File: src/split_tone_pixel_unit_macros.svh
// Assertion macros for the split tone pixel unit.
// Used by the top level; relies on the including module's clk and rst_n.
`ifndef SPLIT_TONE_PIXEL_UNIT_MACROS_SVH
`define SPLIT_TONE_PIXEL_UNIT_MACROS_SVH
`ifndef SYNTHESIS
`define SPU_ASSERT(label, prop, msg) \
    label: assert property (@(posedge clk) disable iff (!rst_n) prop) else $error(msg);
`define SPU_ASSERT_ANY(label, prop, msg) \
    label: assert property (@(posedge clk) prop) else $error(msg);
`else
`define SPU_ASSERT(label, prop, msg)
`define SPU_ASSERT_ANY(label, prop, msg)
`endif
`endif

File: src/spu_pkg.sv
// Shared constants, types and rounding helper for the split tone pixel unit.
// No dependencies.
`default_nettype none
package spu_pkg;

    localparam int PIX_W      = 16;
    localparam int GAIN_W     = 13;
    localparam int BAL_W      = 14;
    localparam int HUE_W      = 16;
    localparam int Q16_W      = 17;
    localparam int DIV_NW     = 36;
    localparam int DIV_DW     = 20;
    localparam int DIV_QW     = 17;
    localparam int CFG_IDX_W  = 3;
    localparam int CFG_DATA_W = 16;
    localparam int WORD_W     = 4 * PIX_W;

    localparam int FRONT_LAT  = 4;
    localparam int BACK_LAT   = 6;
    localparam int PIPE_LAT   = FRONT_LAT + DIV_QW + BACK_LAT;

    localparam logic [CFG_IDX_W-1:0] CFG_HL_HUE   = 3'd0;
    localparam logic [CFG_IDX_W-1:0] CFG_HL_STR   = 3'd1;
    localparam logic [CFG_IDX_W-1:0] CFG_SH_HUE   = 3'd2;
    localparam logic [CFG_IDX_W-1:0] CFG_SH_STR   = 3'd3;
    localparam logic [CFG_IDX_W-1:0] CFG_BALANCE  = 3'd4;
    localparam logic [CFG_IDX_W-1:0] CFG_MIX      = 3'd5;

    localparam logic [HUE_W-1:0]  HL_HUE_RST  = 16'd7282;
    localparam logic [HUE_W-1:0]  SH_HUE_RST  = 16'd40050;
    localparam logic [GAIN_W-1:0] GAIN_ONE    = 13'd4096;

    localparam logic [15:0] LUMA_KR    = 16'd13933;
    localparam logic [15:0] LUMA_KG    = 16'd46871;
    localparam logic [15:0] LUMA_KB    = 16'd4732;
    localparam logic [15:0] BAL_SCALE  = 16'd26214;
    localparam logic [15:0] PIVOT_MID  = 16'd32768;
    localparam logic [15:0] PIVOT_MIN  = 16'd6554;
    localparam logic [15:0] PIVOT_MAX  = 16'd58982;
    localparam logic [15:0] THIRD_TURN = 16'd21845;

    typedef struct packed {
        logic [PIX_W-1:0] red;
        logic [PIX_W-1:0] green;
        logic [PIX_W-1:0] blue;
        logic [PIX_W-1:0] alpha;
        logic [PIX_W-1:0] light;
        logic [Q16_W-1:0] weight;
        logic             gray;
    } spu_pay_t;

    typedef struct packed {
        logic [DIV_NW-1:0] num;
        logic [DIV_DW-1:0] den;
    } spu_divop_t;

    typedef struct packed {
        logic [HUE_W-1:0]  hl_hue;
        logic [GAIN_W-1:0] hl_str;
        logic [HUE_W-1:0]  sh_hue;
        logic [GAIN_W-1:0] sh_str;
        logic [GAIN_W-1:0] mix;
    } spu_cfg_t;

    typedef enum logic [1:0] {
        SEL_RAMP = 2'd0,
        SEL_Q    = 2'd1,
        SEL_P    = 2'd2
    } spu_sel_t;

    // signed shift right by sh, rounding half away from zero
    function automatic logic signed [49:0] rnd_shift(input logic signed [49:0] x,
                                                     input int sh);
        logic [49:0] mag;
        logic [49:0] r;
        mag = x[49] ? 50'(-x) : 50'(x);
        r   = (mag + (50'd1 << (sh - 1))) >> sh;
        return x[49] ? -$signed(r) : $signed(r);
    endfunction

endpackage
`default_nettype wire

File: src/spu_div.sv
// Pipelined restoring divider, one quotient bit per stage.
// Depends on spu_pkg; quotient must fit DIV_QW bits.
`default_nettype none
module spu_div import spu_pkg::*; (
    input  logic              clk,
    input  logic              en,
    input  spu_divop_t        op,
    output logic [DIV_QW-1:0] quo
);

    logic [DIV_NW-1:0] rem_reg  [1:DIV_QW];
    logic [DIV_DW-1:0] dsr_reg  [1:DIV_QW];
    logic [DIV_QW-1:0] q_reg    [1:DIV_QW];
    logic [DIV_NW-1:0] rem_next [1:DIV_QW];
    logic [DIV_QW-1:0] q_next   [1:DIV_QW];

    for (genvar k = 0; k < DIV_QW; k++)
    begin : g_stage
        logic [DIV_NW-1:0] r_in;
        logic [DIV_DW-1:0] d_in;
        logic [DIV_QW-1:0] q_in;
        logic [DIV_NW:0]   shd;
        logic              ge;
        if (k == 0)
        begin : g_first
            assign r_in = op.num;
            assign d_in = op.den;
            assign q_in = '0;
        end
        else
        begin : g_rest
            assign r_in = rem_reg[k];
            assign d_in = dsr_reg[k];
            assign q_in = q_reg[k];
        end
        assign shd = (DIV_NW+1)'(d_in) << (DIV_QW - 1 - k);
        assign ge  = ({1'b0, r_in} >= shd);
        assign rem_next[k+1] = ge ? (r_in - shd[DIV_NW-1:0]) : r_in;
        assign q_next[k+1]   = q_in | (DIV_QW'(ge) << (DIV_QW - 1 - k));
    end

    always_ff @(posedge clk)
    begin
        if (en)
        begin
            for (int k = 1; k <= DIV_QW; k++)
            begin
                rem_reg[k] <= rem_next[k];
                q_reg[k]   <= q_next[k];
            end
            dsr_reg[1] <= op.den;
            for (int k = 2; k <= DIV_QW; k++)
                dsr_reg[k] <= dsr_reg[k-1];
        end
    end

    assign quo = q_reg[DIV_QW];

endmodule
`default_nettype wire

File: config.mk
export PLATFORM = sky130hd
export DESIGN_NAME = spu_div
export DESIGN_NICKNAME = d
export VERILOG_FILES = /design/src/split_tone_pixel_unit_macros.svh /design/src/spu_pkg.sv /design/src/spu_div.sv
export SDC_FILE = /design/constraint.sdc
export NUM_CORES = 2
export LEC_CHECK = 0
export BUFFER_PORTS_ARGS = -buffer_cell sky130_fd_sc_hd__buf_2
export CORE_ASPECT_RATIO = 0.5
export CORE_UTILIZATION = 66
export DETAILED_ROUTE_END_ITERATION = 12
export PLACE_DENSITY = 0.83
export RECOVER_POWER = 25
export SYNTH_ARGS = -nofsm -noshare
export SYNTH_HDL_FRONTEND = slang
export SYNTH_SLANG_ARGS = --single-unit
File: constraint.sdc
create_clock -name clk -period 7.6 [get_ports clk]
set_input_delay 0.38 -clock clk [delete_from_list [all_inputs] [get_ports clk]]
set_output_delay 0.38 -clock clk [all_outputs]
set_load 0.02 [all_outputs]
==> impl_metrics.yaml <==
yosys:
  synth-compound-area-share: 0.127
  muxShareOfSynthArea: 0.0139
  async_flop_share: 0
  yosys-top-cells-area: "edfxtp_1 58%, ha_1 7.8%, xor2_1 3.1%"
  netlist_area_um2: 54700
  synth_flop_cell: "edfxtp_1"
  synth_adder_area_share: 0.0836
  synth-simple-area-share: 0.104
  synthXorXnorAreaFrac: 0.0589
  synth-edff-count: 1049
  yosysWarnings: 0
  synth_seq_cells: 1049
  yosys.area.top_type: "edfxtp_1"
  syn_inst: 4611
  synthesis.nets: 5025
  netlist.area_leader.share: 0.576
  avgSynthCellArea_um2: 11.9
  seq_area_frac_synth: 0.576
  synth_top_family_by_area: "compound AO/OA/AOI/OAI gates"
  synth_cell_types: 90
finish:
  drive_gt1_frac: 0.0627
  area_growth_pct: 9.18
  multi_input_area_um2: 21300
  seqCellArea_um2: 31500
  fin_nets: 5181
  final_common_cell: "edfxtp_1"
  n_antenna_cell: 0
  final_area_um2: 59700
  stdcell_count: 5934
  largest_reg_flops: 576
  final_core_util: 0.729
  most-common-layout-cells: "1049 x edfxtp_1, 432 x inv_1, 340 x ha_1, 337 x nand2_1, 313 x o21ai_0"
  fillers: 5208
drt:
  first_pass_iters: 5
  drt_iter0_markers: 2396
  wl_per_cell_um: 16.9
  ant_nets: 0
  vias_per_cell: 5.92
  wl_mm: 100
  post-route-drc-count: 0
  vias: 35158
hold_path:
  hold_path_depth: 1
  holdPathEnd: "rem_reg[0][77]$_DFFE_PP_"
  hold_start: "en"
  hold_path_class: "input port to flop"
timing:
  slew_headroom: 0.219
  setup_viol: 0
  maxSlewViolCount: 0
  min_period_over_period: 0.531
  clock.fmax_mhz: 248
  hold_violations: 0
  period_needed_ns: 4.04
  finalWorstSetupSlack_ns: 3.56
  finalSetupTns_ns: 0
  rsz0062_at_grt: "false"
  fin_skew_ns: 0.0233
  worst_pin_slew_ns: 1.17
setup_path:
  cp_max_fo: 35
  r2r-end: "rem_reg[0][438]$_DFFE_PP_"
  setup.worst_path.start_class: "flop"
  endpoint_kind: "flop"
  rr_worst_depth: 9
  crit_arrival_ns: 4.47
  critPathKind: "flop to flop"
  max_stage_delay_ns: 0.63
  crit_chain: "ha_1 -> a21oi_1 -> o21ai_0 -> a311o_1 -> a221oi_1 -> a311oi_1 -> nor2_2 -> buf_4 -> mux2_2"
  cp_slowest_cell: "a221oi_1"
  r2r_start: "rem_reg[0][407]$_DFFE_PP_"
  path_delay_family: "compound AO/OA/AOI/OAI gates"
  critPathRequiredTime_ns: 8.03
  critPathBufInv: 1
  r2r_slack_ns: 3.56
flow_run:
  cap_violations: 0
global_route:
  grt_pass1_wl_mm: 165
  antenna_found_initial: 0
  grt_max_degree: 199
  track_usage: 0.240
  globalRoute.totalOverflow: 0
  grt_pass1_vias: 34862
die:
  die_area_um2: 84100
  rows: 74
  io_pins: 75
  fp.dieH_um: 206
  die_x_um: 409
  coreArea_um2: 81800
  start_util: 0.668
power:
  p_leak_uw: 0.0234
  peakVddDrop_v: 0.000217
  powerDensity_nw_per_um2: 350
clock_tree:
  cts_sinks: 1049
  ctsResizeCount: 0
  cts_buffers: 90
  max-clock-path-buffers: 3
  path_clk_slew_ns: 0.07
  cts_setup_buffers: 0
  htreeDepth: 3
  clockRootBuffer: "clkbuf_16"
  tritoncts: "done"
  clk_latency_ns: 0.68
placement:
  io_buffers: 74
  dpl_cell_area_um2: 56400
  hpwl_mm: 70.9
  gp_congestion: 1.06
  dp_slack_ns: 3.74
  place_inst: 5721
outcome:
  status: "complete, no violations"
[through the flow]
step / power [µW] / hold WS, ns
after floorplan: 14600 / 0.400
after global placement: 15900 / 0.400
after detailed placement: 16200 / 0.405
after CTS: 20800 / 0.278
after global routing: 22100 / 0.292
final: 20900 / 0.283
[kinds of logic after synthesis]
group                    count (synthesis)
XOR/XNOR                               367
AND/OR/NAND/NOR                       1135
flip-flops                            1049
AO/OA/AOI/OAI                         1116
buffers and inverters                  520
multiplexers                            68
adder cells (fa/ha/maj)                356
[cells in the mapped netlist (7+ instances only)]
cell type	n
o31a_1	14
inv_1	432
nand3_1	66
nand2_1	337
xor2_1	191
o211a_1	7
a211o_1	10
a21boi_0	7
o41ai_1	8
or3_1	32
a21oi_1	303
nor4_1	73
nand4_1	54
o21a_1	43
o21bai_1	28
a31o_2	7
o211ai_1	20
mux2_2	62
o31ai_1	29
or2_2	14
nand2b_1	51
nor2b_1	53
and3_1	31
a211oi_1	28
clkbuf_1	72
o22ai_1	7
ha_1	340
or4_1	21
nor2_1	236
nand3b_1	7
and2_1	14
nand4b_1	8
a21o_1	172
nor3_1	85
o2111ai_1	8
and4_1	9
buf_2	8
o21ai_0	314
a31oi_1	48
a2111oi_0	8
nor4b_1	17
edfxtp_1	1049
xnor2_1	175
fa_1	16
[power by group]
group          internal (µW)  switching [µW]  total (µW)
sequential              8110             762        8870
clock                   2490            2010        4500
combinational           3310            4190        7500
[worst max path at each step]
stage,depth (start not counted),to,from
after floorplan,11,rem_reg[0][55]$_DFFE_PP_,op[2]
after global placement,9,rem_reg[0][438]$_DFFE_PP_,rem_reg[0][405]$_DFFE_PP_
after detailed placement,9,rem_reg[0][438]$_DFFE_PP_,rem_reg[0][407]$_DFFE_PP_
after CTS,9,rem_reg[0][438]$_DFFE_PP_,rem_reg[0][407]$_DFFE_PP_
after global routing,9,rem_reg[0][334]$_DFFE_PP_,rem_reg[0][298]$_DFFE_PP_
final,9,rem_reg[0][438]$_DFFE_PP_,rem_reg[0][407]$_DFFE_PP_
[layer usage]
metal	track usage	wire, µm	up-vias
met5	0	0	-
met4	0.123	4580	0
met3	0.0352	4130	307
met2	0.436	50100	1043
met1	0.278	41500	16411
li1	-	-	17397
[what timing repair did]
action | 4_1_cts | 5_1_grt
hold buffers | 56 | 0
endpoints found under the hold margin | 56 | 0
setup endpoints to repair | 0 | 0
[area by class of cell]
cell class,instances,share of cell area
flip-flops and latches,1049,0.528
multi-input cells,3042,0.356
clock buffers,108,0.0396
inverters,433,0.0272
well taps,1102,0.0231
repair buffers,151,0.0186
clock inverters,49,0.00777
No activity file was read; power rests on OpenSTA's default activity.
