===== src/split_tone_pixel_unit_macros.svh =====
// Assertion macros for the split tone pixel unit.
// Used by the top level; relies on the including module's clk and rst_n.
`ifndef SPLIT_TONE_PIXEL_UNIT_MACROS_SVH
`define SPLIT_TONE_PIXEL_UNIT_MACROS_SVH
`ifndef SYNTHESIS
`define SPU_ASSERT(label, prop, msg) \
    label: assert property (@(posedge clk) disable iff (!rst_n) prop) else $error(msg);
`define SPU_ASSERT_ANY(label, prop, msg) \
    label: assert property (@(posedge clk) prop) else $error(msg);
`else
`define SPU_ASSERT(label, prop, msg)
`define SPU_ASSERT_ANY(label, prop, msg)
`endif
`endif


===== src/spu_pkg.sv =====
// Shared constants, types and rounding helper for the split tone pixel unit.
// No dependencies.
`default_nettype none
package spu_pkg;

    localparam int PIX_W      = 16;
    localparam int GAIN_W     = 13;
    localparam int BAL_W      = 14;
    localparam int HUE_W      = 16;
    localparam int Q16_W      = 17;
    localparam int DIV_NW     = 36;
    localparam int DIV_DW     = 20;
    localparam int DIV_QW     = 17;
    localparam int CFG_IDX_W  = 3;
    localparam int CFG_DATA_W = 16;
    localparam int WORD_W     = 4 * PIX_W;

    localparam int FRONT_LAT  = 4;
    localparam int BACK_LAT   = 6;
    localparam int PIPE_LAT   = FRONT_LAT + DIV_QW + BACK_LAT;

    localparam logic [CFG_IDX_W-1:0] CFG_HL_HUE   = 3'd0;
    localparam logic [CFG_IDX_W-1:0] CFG_HL_STR   = 3'd1;
    localparam logic [CFG_IDX_W-1:0] CFG_SH_HUE   = 3'd2;
    localparam logic [CFG_IDX_W-1:0] CFG_SH_STR   = 3'd3;
    localparam logic [CFG_IDX_W-1:0] CFG_BALANCE  = 3'd4;
    localparam logic [CFG_IDX_W-1:0] CFG_MIX      = 3'd5;

    localparam logic [HUE_W-1:0]  HL_HUE_RST  = 16'd7282;
    localparam logic [HUE_W-1:0]  SH_HUE_RST  = 16'd40050;
    localparam logic [GAIN_W-1:0] GAIN_ONE    = 13'd4096;

    localparam logic [15:0] LUMA_KR    = 16'd13933;
    localparam logic [15:0] LUMA_KG    = 16'd46871;
    localparam logic [15:0] LUMA_KB    = 16'd4732;
    localparam logic [15:0] BAL_SCALE  = 16'd26214;
    localparam logic [15:0] PIVOT_MID  = 16'd32768;
    localparam logic [15:0] PIVOT_MIN  = 16'd6554;
    localparam logic [15:0] PIVOT_MAX  = 16'd58982;
    localparam logic [15:0] THIRD_TURN = 16'd21845;

    typedef struct packed {
        logic [PIX_W-1:0] red;
        logic [PIX_W-1:0] green;
        logic [PIX_W-1:0] blue;
        logic [PIX_W-1:0] alpha;
        logic [PIX_W-1:0] light;
        logic [Q16_W-1:0] weight;
        logic             gray;
    } spu_pay_t;

    typedef struct packed {
        logic [DIV_NW-1:0] num;
        logic [DIV_DW-1:0] den;
    } spu_divop_t;

    typedef struct packed {
        logic [HUE_W-1:0]  hl_hue;
        logic [GAIN_W-1:0] hl_str;
        logic [HUE_W-1:0]  sh_hue;
        logic [GAIN_W-1:0] sh_str;
        logic [GAIN_W-1:0] mix;
    } spu_cfg_t;

    typedef enum logic [1:0] {
        SEL_RAMP = 2'd0,
        SEL_Q    = 2'd1,
        SEL_P    = 2'd2
    } spu_sel_t;

    // signed shift right by sh, rounding half away from zero
    function automatic logic signed [49:0] rnd_shift(input logic signed [49:0] x,
                                                     input int sh);
        logic [49:0] mag;
        logic [49:0] r;
        mag = x[49] ? 50'(-x) : 50'(x);
        r   = (mag + (50'd1 << (sh - 1))) >> sh;
        return x[49] ? -$signed(r) : $signed(r);
    endfunction

endpackage
`default_nettype wire


===== src/spu_front.sv =====
// Front stages: luma, smoothstep weight, HSL prep and divider operands.
// Depends on spu_pkg.
`default_nettype none
module spu_front import spu_pkg::*; (
    input  logic             clk,
    input  logic             en,
    input  logic [PIX_W-1:0] pivot,
    input  logic [PIX_W-1:0] red,
    input  logic [PIX_W-1:0] green,
    input  logic [PIX_W-1:0] blue,
    input  logic [PIX_W-1:0] alpha,
    output spu_pay_t         pay,
    output spu_divop_t       hue_op,
    output spu_divop_t       sat_op
);

    logic [PIX_W-1:0] s1_red_reg, s1_green_reg, s1_blue_reg, s1_alpha_reg;
    logic [PIX_W-1:0] s1_max_reg, s1_min_reg;
    logic [31:0]      s1_lsum_reg;
    logic [PIX_W-1:0] mx, mn;
    logic [31:0]      lsum;

    spu_pay_t          s2_pay_reg, s3_pay_reg;
    logic [Q16_W-1:0]  s2_t_reg, s3_t_reg, s3_t2_reg;
    logic [PIX_W-1:0]  s2_d_reg, s3_d_reg;
    logic [16:0]       s2_den_reg, s3_den_reg;
    logic [18:0]       s2_num_reg, s3_num_reg;

    logic [Q16_W-1:0]  luma;
    logic signed [19:0] offs;
    logic [Q16_W-1:0]  t;
    logic [16:0]       sum;
    logic [PIX_W-1:0]  d;
    logic [16:0]       den;
    logic signed [20:0] num;
    logic [20:0]       d6;
    spu_pay_t          s2_pay;

    logic [Q16_W-1:0]  t2;
    logic [17:0]       fac;
    logic [Q16_W-1:0]  w;
    spu_pay_t          s4_pay;
    spu_divop_t        s4_hue_op, s4_sat_op;

    // stage 1: min/max and luma sum
    always_comb
    begin
        mx = red;
        if (green > mx) mx = green;
        if (blue > mx) mx = blue;
        mn = red;
        if (green < mn) mn = green;
        if (blue < mn) mn = blue;
        lsum = ({16'b0, red} * {16'b0, LUMA_KR}) + ({16'b0, green} * {16'b0, LUMA_KG})
             + ({16'b0, blue} * {16'b0, LUMA_KB});
    end

    always_ff @(posedge clk)
    begin
        if (en)
        begin
            s1_red_reg   <= red;
            s1_green_reg <= green;
            s1_blue_reg  <= blue;
            s1_alpha_reg <= alpha;
            s1_max_reg   <= mx;
            s1_min_reg   <= mn;
            s1_lsum_reg  <= lsum;
        end
    end

    // stage 2: smoothstep input, lightness, hue numerator
    always_comb
    begin
        luma = 17'((33'(s1_lsum_reg) + 33'd32768) >> 16);
        offs = $signed({3'b0, luma}) - $signed({4'b0, pivot}) + 20'sd16384;
        if (offs < 0)
            t = '0;
        else if (offs >= 20'sd32768)
            t = 17'd65536;
        else
            t = {offs[15:0], 1'b0};
        sum = {1'b0, s1_max_reg} + {1'b0, s1_min_reg};
        d   = s1_max_reg - s1_min_reg;
        den = (sum > 17'd65536) ? 17'(18'd131072 - {1'b0, sum}) : sum;
        d6  = {5'b0, d} * 21'd6;
        if (s1_max_reg == s1_red_reg)
        begin
            num = $signed({5'b0, s1_green_reg}) - $signed({5'b0, s1_blue_reg});
            if (s1_green_reg < s1_blue_reg)
                num = num + $signed(d6);
        end
        else if (s1_max_reg == s1_green_reg)
            num = $signed({5'b0, s1_blue_reg}) - $signed({5'b0, s1_red_reg})
                + $signed({4'b0, d, 1'b0});
        else
            num = $signed({5'b0, s1_red_reg}) - $signed({5'b0, s1_green_reg})
                + $signed({3'b0, d, 2'b0});
        s2_pay.red    = s1_red_reg;
        s2_pay.green  = s1_green_reg;
        s2_pay.blue   = s1_blue_reg;
        s2_pay.alpha  = s1_alpha_reg;
        s2_pay.light  = sum[16:1];
        s2_pay.weight = '0;
        s2_pay.gray   = (d == '0);
    end

    always_ff @(posedge clk)
    begin
        if (en)
        begin
            s2_pay_reg <= s2_pay;
            s2_t_reg   <= t;
            s2_d_reg   <= d;
            s2_den_reg <= den;
            s2_num_reg <= num[18:0];
        end
    end

    // stage 3: t squared
    assign t2 = 17'((34'(s2_t_reg) * 34'(s2_t_reg) + 34'd32768) >> 16);

    always_ff @(posedge clk)
    begin
        if (en)
        begin
            s3_pay_reg <= s2_pay_reg;
            s3_t_reg   <= s2_t_reg;
            s3_t2_reg  <= t2;
            s3_d_reg   <= s2_d_reg;
            s3_den_reg <= s2_den_reg;
            s3_num_reg <= s2_num_reg;
        end
    end

    // stage 4: weight and divider operands
    assign fac = 18'd196608 - {s3_t_reg, 1'b0};
    assign w   = 17'((35'(s3_t2_reg) * 35'(fac) + 35'd32768) >> 16);

    always_comb
    begin
        s4_pay         = s3_pay_reg;
        s4_pay.weight  = w;
        s4_hue_op.num  = {1'b0, s3_num_reg, 16'b0} + (36'(s3_d_reg) * 36'd3);
        s4_hue_op.den  = 20'(s3_d_reg) * 20'd6;
        s4_sat_op.num  = 36'({s3_d_reg, 16'b0});
        s4_sat_op.den  = 20'(s3_den_reg);
    end

    always_ff @(posedge clk)
    begin
        if (en)
        begin
            pay    <= s4_pay;
            hue_op <= s4_hue_op;
            sat_op <= s4_sat_op;
        end
    end

endmodule
`default_nettype wire


===== config.mk =====
export PLATFORM = sky130hd
export DESIGN_NAME = spu_front
export DESIGN_NICKNAME = d
export VERILOG_FILES = /design/src/split_tone_pixel_unit_macros.svh /design/src/spu_pkg.sv /design/src/spu_front.sv
export SDC_FILE = /design/constraint.sdc
export NUM_CORES = 2
export LEC_CHECK = 0
export BUFFER_PORTS_ARGS = -buffer_cell sky130_fd_sc_hd__buf_2
export CAP_MARGIN = 5
export CORE_MARGIN = 3
export CORE_UTILIZATION = 51
export CTS_CLUSTER_DIAMETER = 80
export CTS_CLUSTER_SIZE = 28
export DETAILED_ROUTE_END_ITERATION = 12
export PLACE_DENSITY = 0.68
export SYNTH_ARGS = -nofsm -noshare
export SYNTH_HDL_FRONTEND = slang
export SYNTH_SLANG_ARGS = --single-unit

===== constraint.sdc =====
create_clock -name clk -period 17.9 [get_ports clk]
set_input_delay 1.79 -clock clk [delete_from_list [all_inputs] [get_ports clk]]
set_output_delay 1.79 -clock clk [all_outputs]
set_load 0.05 [all_outputs]

==> flow_summary_export.csv <==
group,metric,value,unit
status,status,"completed",
job,drv_cap,0,
die,die_area,124000,µm²
die,die_w,352,µm
die,start_util,51.5,%
layout,mostFrequentLayoutCells,"1190 x inv_1, 776 x ha_1, 729 x fa_1, 606 x edfxtp_1, 320 x nand2_1",
setup_path,cpPeakStageDelay,0.54,ns
layout,largest_reg_flops,98,
synth,synth_xor_area_share,4.45,%
synth,syn_area,61000,µm²
timing,fin_skew,0.0271,ns
timing,fin_setup_tns,0,ns
timing,hold_viol_final,0,
setup_path,required,18.26,ns
synth,synth.ff_latch_count,606,
synth,synthAdderAreaFrac,39.9,%
timing,worstMarginPinSlew,1.19,ns
global_routing,grt_pass1_wl,223,mm
setup_path,cp.arrival,11.59,ns
clock_network,numCtsBuffers,37,
global_routing,antenna_found_initial,4,
global_routing,overflow,0,
synth,syn_inst,5584,
clock_network,clk_pin_slew,0.10,ns
synth,synth_seq_area_share,29.8,%
synth,avgSynthCellArea,10.9,µm²
layout,fillers,10200,
drt,post_drt_via_cell_ratio,5.38,
clock_network,cts_resized,0,
drt,dr_total_vias,40100,
drt,first_pass_iters,5,
layout,layout-drive-gt1-share,7.08,%
layout,final_common_cell,"inv_1",
die,row_count,126,
global_routing,grt_usage,23.2,%
drt,drc,0,
timing,fin_crit,11.23,ns
drt,drt_first_iter_violations,3109,
synth,synth-compound-area-share,7.28,%
place,gp_congestion,0.922,
clock_network,clock_latency,0.61,ns
clock_network,postCtsHoldBufs,0,
setup_path,start_kind,"input port",
hold_path,hold_class,"reg2reg",
synth,synth_warnings,0,
setup_path,cp_max_fo,10,
setup_path,crit_slowest_cell,"fa_1",
timing,slew_violations,0,
global_routing,grt_pass1_vias,40800,
clock_network,root_buffer,"clkbuf_16",
timing,slew_headroom,20.6,%
setup_path,path_class,"in2reg",
die,die_h,352,µm
die,core,118000,µm²
clock_network,cts.sinks,606,
timing,fmax,89.0,MHz
timing,final-setup-viol-count,0,
drt,drtAntennaViolNets,0,
synth,yosys.area_share.simple,9.25,%
synth,ys_types,84,
synth,synth_edf_count,606,
die,num_io_pins,292,
layout,multi_input_area,37900,µm²
clock_network,tritoncts,"yes",
setup_path,worstSetupEndpointType,"flip-flop",
setup_path,crit_path_frequent_cell,"fa_1",
drt,wirelength,140,mm
synth,synthFlopType,"edfxtp_1",
global_routing,grt_start_max_net_pins,170,
place,place_hpwl,113,mm
layout,area_delta_synth_final,7.38,%
place,portBuffers,266,
layout,nets,7413,
synth,synthMuxAreaShare,1.06,%
clock_network,cts_max_level,2,
clock_network,postCtsSetupRepairBufs,0,
synth,synth_top_family_by_area,"adder cells",
timing,rsz0062_at_grt,"no",
clock_network,clock_tree.buffer_depth,3,
layout,regArea,18200,µm²
drt,drt-wirelength-per-cell,18.9,µm
synth,async_flop_share,0,%
timing,min_period_over_period,62.7,%
==> worst max-delay path: cells and delay by family <==
family	cells	cell delay, ns
and+or+nand+nor	2	0.34
adders and majority gates	13	5.50
buffers and inverters	9	0.85
AOI/OAI and AO/OA	12	2.84
xor gates and xnor gates	2	0.25
==> per-layer routing <==
metal  GRT usage, %  vias to the layer above  share of wire (%)
met2           37.6                     1122                 46
met4           5.61                        0                2.5
met3           2.83                      173                6.7
met5              0                        -                  0
li1               -                    18800                  -
met1           33.3                    20000                 44
==> path summary, 6_finish.rpt <==
kind	from	endpoint	slack [ns]	depth (start not counted)
setup / recovery	blue[1]	s1_lsum_reg[26]$_DFFE_PP_	6.67	38
hold / removal	s2_num_reg[2]$_DFFE_PP_	s3_num_reg[2]$_DFFE_PP_	0.40	0
setup reg to reg	s3_t_reg[1]$_DFFE_PP_	pay[17]$_DFFE_PP_	8.96	27
hold reg to reg	s2_num_reg[2]$_DFFE_PP_	s3_num_reg[2]$_DFFE_PP_	0.40	0
==> final cells by class <==
cell class / count / share of cell area (%)
Antenna cell: 2 / 0.00764
Clock buffer: 38 / 1.42
Clock inverter: 21 / 0.566
Inverter: 1191 / 6.83
Multi-Input combinational cell: 3693 / 57.9
Sequential cell: 606 / 27.8
Tap cell: 1600 / 3.06
Timing Repair Buffer: 297 / 2.42
==> metrics by stage <==
stage	util, %	hold slack (ns)	area, µm²	worst slack [ns]	std cells
2_1_floorplan	-	0.400	61100	7.48	5608
3_3_place_gp	54.2	0.400	64200	6.27	7387
3_5_place_dp	54.2	0.405	64200	6.10	7387
4_1_cts	55.3	0.400	65500	6.71	7446
5_1_grt	55.3	0.415	65500	6.03	7446
6_report	55.3	0.404	65500	6.67	7448
==> logic make-up (layout without fill, tap and decap cells) <==
logic type,Yosys count,count (layout)
fa+ha+maj,1505,1505
buf+inv,1309,1547
simple gates,1124,1124
compound gates,665,665
flops,606,606
xor+xnor,310,310
mux,64,64
other cells,1,27
==> cell usage after synthesis, types with 60 or more instances <==
cell	number	area, µm²
xor2_1	93	815
inv_1	1190	4470
nand2_1	320	1200
nor2_1	208	781
a21oi_1	188	941
nand3_1	64	320
xnor2_1	217	1900
and2_1	181	1130
a21o_1	71	533
edfxtp_1	606	18200
o21ai_0	120	601
fa_1	729	14600
clkbuf_1	77	289
ha_1	776	9710
mux2i_1	60	601
nor3_1	90	450
Power is not shown: default switching activity piles up to over one toggle a cycle in this logic, so the estimate is an artifact.
